[config.mk]
export PLATFORM = sky130hd
export DESIGN_NAME = fat12_ctrl
export DESIGN_NICKNAME = d
export VERILOG_FILES = /design/src/rtl/core/fat12_pkg.sv /design/src/rtl/core/fat12_ctrl.sv
export SDC_FILE = /design/constraint.sdc
export NUM_CORES = 1
export LEC_CHECK = 0
export ABC_AREA = 1
export BUFFER_PORTS_ARGS = -buffer_cell sky130_fd_sc_hd__buf_2
export CORE_MARGIN = 3
export CORE_UTILIZATION = 25
export CTS_CLUSTER_DIAMETER = 50
export DETAILED_ROUTE_END_ITERATION = 12
export SYNTH_ARGS = -nofsm -noshare
export SYNTH_HDL_FRONTEND = slang
export SYNTH_SLANG_ARGS = --single-unit
[constraint.sdc]
create_clock -name clk -period 1 [get_ports clk]
set_input_delay 0.05 -clock clk [delete_from_list [all_inputs] [get_ports clk]]
set_output_delay 0.05 -clock clk [all_outputs]
set_load 0.1 [all_outputs]
[src/rtl/core/fat12_pkg.sv]
// Shared types, codes and constants for the FAT12 table engine.
package fat12_pkg;

  // Default sizes
  localparam int TABLE_BYTES_DEF  = 8192;
  localparam int SECTOR_BYTES_DEF = 512;

  // Field widths
  localparam int FUNC_W  = 3;
  localparam int ENTRY_W = 12;
  localparam int BADDR_W = 13;
  localparam int LIMIT_W = 13;
  localparam int COUNT_W = 13;

  // Entry codes
  localparam logic [ENTRY_W-1:0] EOC_LOW  = 12'hFF8;
  localparam logic [ENTRY_W-1:0] EOC_CODE = 12'hFFF;

  // Cluster limit register
  localparam logic [LIMIT_W-1:0] LIMIT_RESET = 13'd4086;
  localparam logic [LIMIT_W-1:0] INDEX_SPAN  = 13'd4096;
  localparam logic               REG_CLUSTER_LIMIT = 1'b0;

  // Operation codes
  localparam logic [FUNC_W-1:0] FUNC_LOAD  = 3'd0;
  localparam logic [FUNC_W-1:0] FUNC_READ  = 3'd1;
  localparam logic [FUNC_W-1:0] FUNC_WRITE = 3'd2;
  localparam logic [FUNC_W-1:0] FUNC_FIND  = 3'd3;
  localparam logic [FUNC_W-1:0] FUNC_COUNT = 3'd4;

  // Controller to datapath commands
  typedef struct packed {
    logic capture;   // latch the input item, reset scan state
    logic load_wr;   // write the loaded byte
    logic wr_lo;     // write the first byte of the entry
    logic wr_hi;     // write the second byte of the entry
    logic scan;      // advance the scan pipeline
    logic done;      // register the result and strobe it
  } cmd_t;

  // Datapath to controller status
  typedef struct packed {
    logic hit;         // scanned entry is free
    logic scan_empty;  // nothing left to issue and pipeline drained
  } stat_t;

endpackage

[src/rtl/core/fat12_ctrl.sv]
// Controller: sequences each operation and issues datapath commands.
module fat12_ctrl (
  input  logic                         clk,
  input  logic                         rst_n,
  input  logic                         start,
  input  logic [fat12_pkg::FUNC_W-1:0] in_func,
  input  fat12_pkg::stat_t             stat,
  output fat12_pkg::cmd_t              cmd,
  output logic                         busy
);

  localparam logic [3:0] ST_IDLE    = 4'd0;
  localparam logic [3:0] ST_LOAD    = 4'd1;
  localparam logic [3:0] ST_NOP     = 4'd2;
  localparam logic [3:0] ST_RD_ISS  = 4'd3;
  localparam logic [3:0] ST_RD_DAT  = 4'd4;
  localparam logic [3:0] ST_WR_ISS  = 4'd5;
  localparam logic [3:0] ST_WR_LO   = 4'd6;
  localparam logic [3:0] ST_WR_HI   = 4'd7;
  localparam logic [3:0] ST_SC_FIND = 4'd8;
  localparam logic [3:0] ST_SC_CNT  = 4'd9;

  logic [3:0] state_r;
  logic [3:0] state_nxt;

  assign busy = (state_r != ST_IDLE);

  // Next state and commands
  always_comb begin
    state_nxt = state_r;
    cmd       = '0;
    case (state_r)
      ST_IDLE: begin
        if (start) begin
          cmd.capture = 1'b1;
          case (in_func)
            fat12_pkg::FUNC_LOAD:  state_nxt = ST_LOAD;
            fat12_pkg::FUNC_READ:  state_nxt = ST_RD_ISS;
            fat12_pkg::FUNC_WRITE: state_nxt = ST_WR_ISS;
            fat12_pkg::FUNC_FIND:  state_nxt = ST_SC_FIND;
            fat12_pkg::FUNC_COUNT: state_nxt = ST_SC_CNT;
            default:               state_nxt = ST_NOP;
          endcase
        end
      end
      ST_LOAD: begin
        cmd.load_wr = 1'b1;
        cmd.done    = 1'b1;
        state_nxt   = ST_IDLE;
      end
      ST_NOP: begin
        cmd.done  = 1'b1;
        state_nxt = ST_IDLE;
      end
      ST_RD_ISS: begin
        state_nxt = ST_RD_DAT;
      end
      ST_RD_DAT: begin
        cmd.done  = 1'b1;
        state_nxt = ST_IDLE;
      end
      ST_WR_ISS: begin
        state_nxt = ST_WR_LO;
      end
      ST_WR_LO: begin
        cmd.wr_lo = 1'b1;
        state_nxt = ST_WR_HI;
      end
      ST_WR_HI: begin
        cmd.wr_hi = 1'b1;
        cmd.done  = 1'b1;
        state_nxt = ST_IDLE;
      end
      ST_SC_FIND: begin
        cmd.scan = 1'b1;
        if (stat.hit || stat.scan_empty) begin
          cmd.done  = 1'b1;
          state_nxt = ST_IDLE;
        end
      end
      ST_SC_CNT: begin
        cmd.scan = 1'b1;
        if (stat.scan_empty) begin
          cmd.done  = 1'b1;
          state_nxt = ST_IDLE;
        end
      end
      default: begin
        state_nxt = ST_IDLE;
      end
    endcase
  end

  // State register
  always_ff @(posedge clk) begin
    if (!rst_n) begin
      state_r <= ST_IDLE;
    end else begin
      state_r <= state_nxt;
    end
  end

endmodule
# Word-level counts from Yosys, hierarchy flattened
# Index checks and enable logic that the tools add are counted.
dict set report op_classes {
  muxes 14
  eq_ne 16
  n_reduce_logical 7
}
# operator n
set ops {}
lappend ops {{$pmux W4 S6} 1}
lappend ops {{$pmux W4 S5} 1}
lappend ops {{$eq A4 B3 Y1 const B} 4}
lappend ops {{$mux W4} 3}
lappend ops {{$eq A4 B2 Y1 const B} 2}
lappend ops {{$eq A4 B4 Y1 const B} 2}
lappend ops {{$mux W1} 8}
lappend ops {{$eq A3 B2 Y1 const B} 2}
lappend ops {{$ne A2 B2 Y1 const B} 3}
lappend ops {{$eq A4 B1 Y1 const B} 1}
lappend ops {{$logic_not A4 Y1} 1}
lappend ops {{$reduce_bool A4 Y1} 1}
lappend ops {{$reduce_or A4 Y1} 1}
lappend ops {{$eq A3 B1 Y1 const B} 1}
lappend ops {{$eq A3 B3 Y1 const B} 1}
lappend ops {{$logic_not A3 Y1} 1}
lappend ops {{$pmux W1 S3} 1}
lappend ops {{$reduce_and A3 Y1} 1}
lappend ops {{$reduce_or A2 Y1} 1}
lappend ops {{$logic_or A1 B1 Y1} 1}
dict set report totals {
  word_cells 38
  reg_bits 4
}

# Longest topological paths before layout
dict set report depth {
  ltp_word 4
  mapped_depth 7
  depth_no_buf 7
}

# Worst setup path before layout
# No wires, ideal clock.
dict set report synth_timing {
  kind {register -> output}
  start {reg state_r[3]}
  end {out cmd[0] (netlist bit)}
  slack_ns -2.646
  required_time_ns 0.950
  n_path_buf 0
  path_stages_with_launch 5
  arrival_time_ns 3.596
  cell_sequence {dfxtp_1 > inv_1 > nor3_1 > nand2_1 > o211ai_1}
}
# item line
set synth_lines {}
lappend synth_lines {{start: declaration} fat12_ctrl.sv:23} ;# logic [3:0] state_r;
lappend synth_lines {{start signal: assignment} fat12_ctrl.sv:99} ;# state_r <= state_nxt;
lappend synth_lines {{end: declaration} fat12_ctrl.sv:8} ;# output fat12_pkg::cmd_t cmd,

==> flow_summary.ini <==
[routing]
drc = 0
first_pass_iters = 4
drt_iter0_markers = 8
ant_nets = 0
avgViaCountPerCell = 4.798
vias = 547
post_drt_wl_per_cell_um = 11.54
drt_wl_total_um = 1316

[setup_path]
critPathMaxFanout = 4
critPathMaxStageDelay_ns = 0.36
start_kind = register
end_kind = output port
crit_required_ns = 0.95
critPathArrivalTime_ns = 1.27
critPathKind = reg -> out
cpMaxStageDelayCell = dfxtp_4
cp_cell_sequence = buf_6 -> nor3_4 -> nand2_1 -> o211ai_1 -> buf_12

[cells_and_area]
nFillCells = 105
areaGrowthSynthToFinish_pct = 133.0
nets = 109
num_antenna_cells = 0
top_register = state_r
fin_area_um2 = 909.6
reg_top3 = state_r (4)
largest_register_ffs = 4
drive_above_1_share = 0.6970

[synth]
ys_ff_latch = 4
synth_area_um2 = 390.4
ys_types = 19
syn_area_per_cell_um2 = 6.100
async_flop_share = 0
synth_edf_count = 0
synth_top_area_frac = 0.2051
synthTopCellsByCount = nor2_1 (12), nand2_1 (11), inv_1 (8)
netlist.top_cell.by_area = dfxtp_1
synth_warnings = 0
synthCells = 64
ys_seq_area_frac = 0.2051
synth.most_common_cell = nor2_1
synth_area_leaders = dfxtp_1 (21%), nor2_1 (12%), nand2_1 (11%)
synth_nets = 72
yosys_most_used_dff = dfxtp_1

[global_routing]
grt_pass1_vias = 532
grt_max_degree = 6
use_met3 = 0.03557
antenna_found_initial = 0
top_usage_layer = met2
grt_pass1_wl_um = 2228
gr-usage-all-layers = 0.1524
grt.overflow.total = 0
grtUsageMet2 = 0.2563
met1_usage = 0.1872

[sta]
hold_violations = 0
fin_crit_sh = 1.320
min_period_ns = 1.320
grt_setup_unrepaired = true
skew_ns = 0.001165
slew_viol_final = 0
tightestPinTransition_ns = 0.2703
fmax_mhz = 757.8
setup_slack_ns = -0.3196
setup_viol = 11
slew_headroom = 0.8191

[placed_design]
dp_hpwl_um = 903
place_ws_ns = -0.1186
port-buffer-count = 14
placed_cell_area_um2 = 716.9
place_congestion = 0.7761

[clocking]
clk_pin_slew_ns = 0.03
cts_buffers = 3
clkLatencyLatePin_ns = 0.23
postCtsHoldBufs = 0
cts_tree = done
cts-root-buf = clkbuf_4
ctsLongestPathBuffers = 2
htree_levels = 1
clock-sinks = 4

[status]
outcome = finished, violations left
violations = setup timing

[floorplanning]
ios = 15
fp.dieW_um = 45.52
start_util = 0.2824
row_count = 13
coreArea_um2 = 1383
die_area_um2 = 2072
die_h_um = 45.52

[min_path]
hp-class = in -> reg

[pwr]
power.density_nw_per_um2 = 2773
leakagePower_nw = 0.4307
vdd_drop_max_v = 0.001376

[flow_run]
drv_cap = 0
[cell families after synthesis]
group / synth area share
flops: 0.2051
compound gates: 0.08973
simple gates: 0.6090
buf+inv: 0.09614
[per-layer routing]
metal	part of all wire	vias to the layer above
met1	0.41	254
met5	0	-
met3	0.039	4
met4	0.013	0
met2	0.54	11
li1	-	278
[worst max-delay path: cells and delay by family, from the launching register on]
| kind | cells | cell delay, ns |
|---|---|---|
| flip-flops | 1 | 0.36 |
| buffers and inverters | 2 | 0.33 |
| AND/OR/NAND/NOR | 2 | 0.20 |
| AO/OA/AOI/OAI | 1 | 0.15 |
[cell type report]
| cell class | instances | area, um2 | share of cell area |
|---|---|---|---|
| Multi-Input combinational cell | 50 | 385.4 | 0.4237 |
| Timing Repair Buffer | 32 | 344.1 | 0.3783 |
| Sequential cell | 4 | 95.09 | 0.1045 |
| Inverter | 10 | 43.79 | 0.04814 |
| Clock buffer | 3 | 22.52 | 0.02476 |
| Tap cell | 15 | 18.77 | 0.02063 |
[worst paths after layout]
kind | start | end | slack (ns) | cells after the start
max | state_r[1] | cmd[0] | -0.32 | 5
min | rst_n | state_r[3] | 0.08 | 3
max reg2reg | state_r[1] | state_r[1] | -0.24 | 8
min reg2reg | state_r[0] | state_r[2] | 0.69 | 4
[cell usage in the layout (no fill, tap or decap), types with 2 or more instances in the layout]
master | Yosys | routed
nor2_2 | 2 | 2
nor2_1 | 12 | 10
nor2_4 | 3 | 5
nand3_1 | 6 | 3
nand2_1 | 11 | 7
clkbuf_4 | 0 | 3
nor3_4 | 0 | 4
nand2_2 | 3 | 6
inv_1 | 8 | 5
inv_4 | 0 | 2
buf_6 | 0 | 9
buf_2 | 0 | 7
nand3_2 | 2 | 3
buf_4 | 0 | 9
dfxtp_4 | 0 | 4
a21oi_1 | 2 | 2
nand3_4 | 0 | 2
buf_12 | 0 | 7
inv_2 | 1 | 2
[metrics by stage]
step | instances | TNS (ns) | utilization | total power, W | hold slack (ns)
finish | 114 | -2.787 | 0.6579 | 0.002522 | 0.07899
CTS | 114 | -2.872 | 0.6308 | 0.002459 | 0.06753
global route | 114 | -3.435 | 0.6579 | 0.002656 | 0.08498
detailed placement | 102 | -0.6900 | 0.5186 | 0.001931 | 0.3159
global placement | 102 | -0.5577 | 0.5186 | 0.001914 | 0.3086
floorplan | 64 | -3.591 | - | 0.001323 | 0.1685
[where the power goes]
group	switching, W	leakage [nW]	total [W]	internal [W]
combinational	0.00118	0.381	0.00205	0.000871
clock	0.0000572	0.0138	0.000191	0.000134
sequential	0.0000709	0.0356	0.000279	0.000209
[what timing repair did]
action,in CTS,in global routing
endpoints found under the hold margin,0,0
resized for setup,15,12
pin swaps,6,11
setup buffers,9,1
setup endpoints to repair,11,11
No activity file was read; power rests on OpenSTA's default activity.
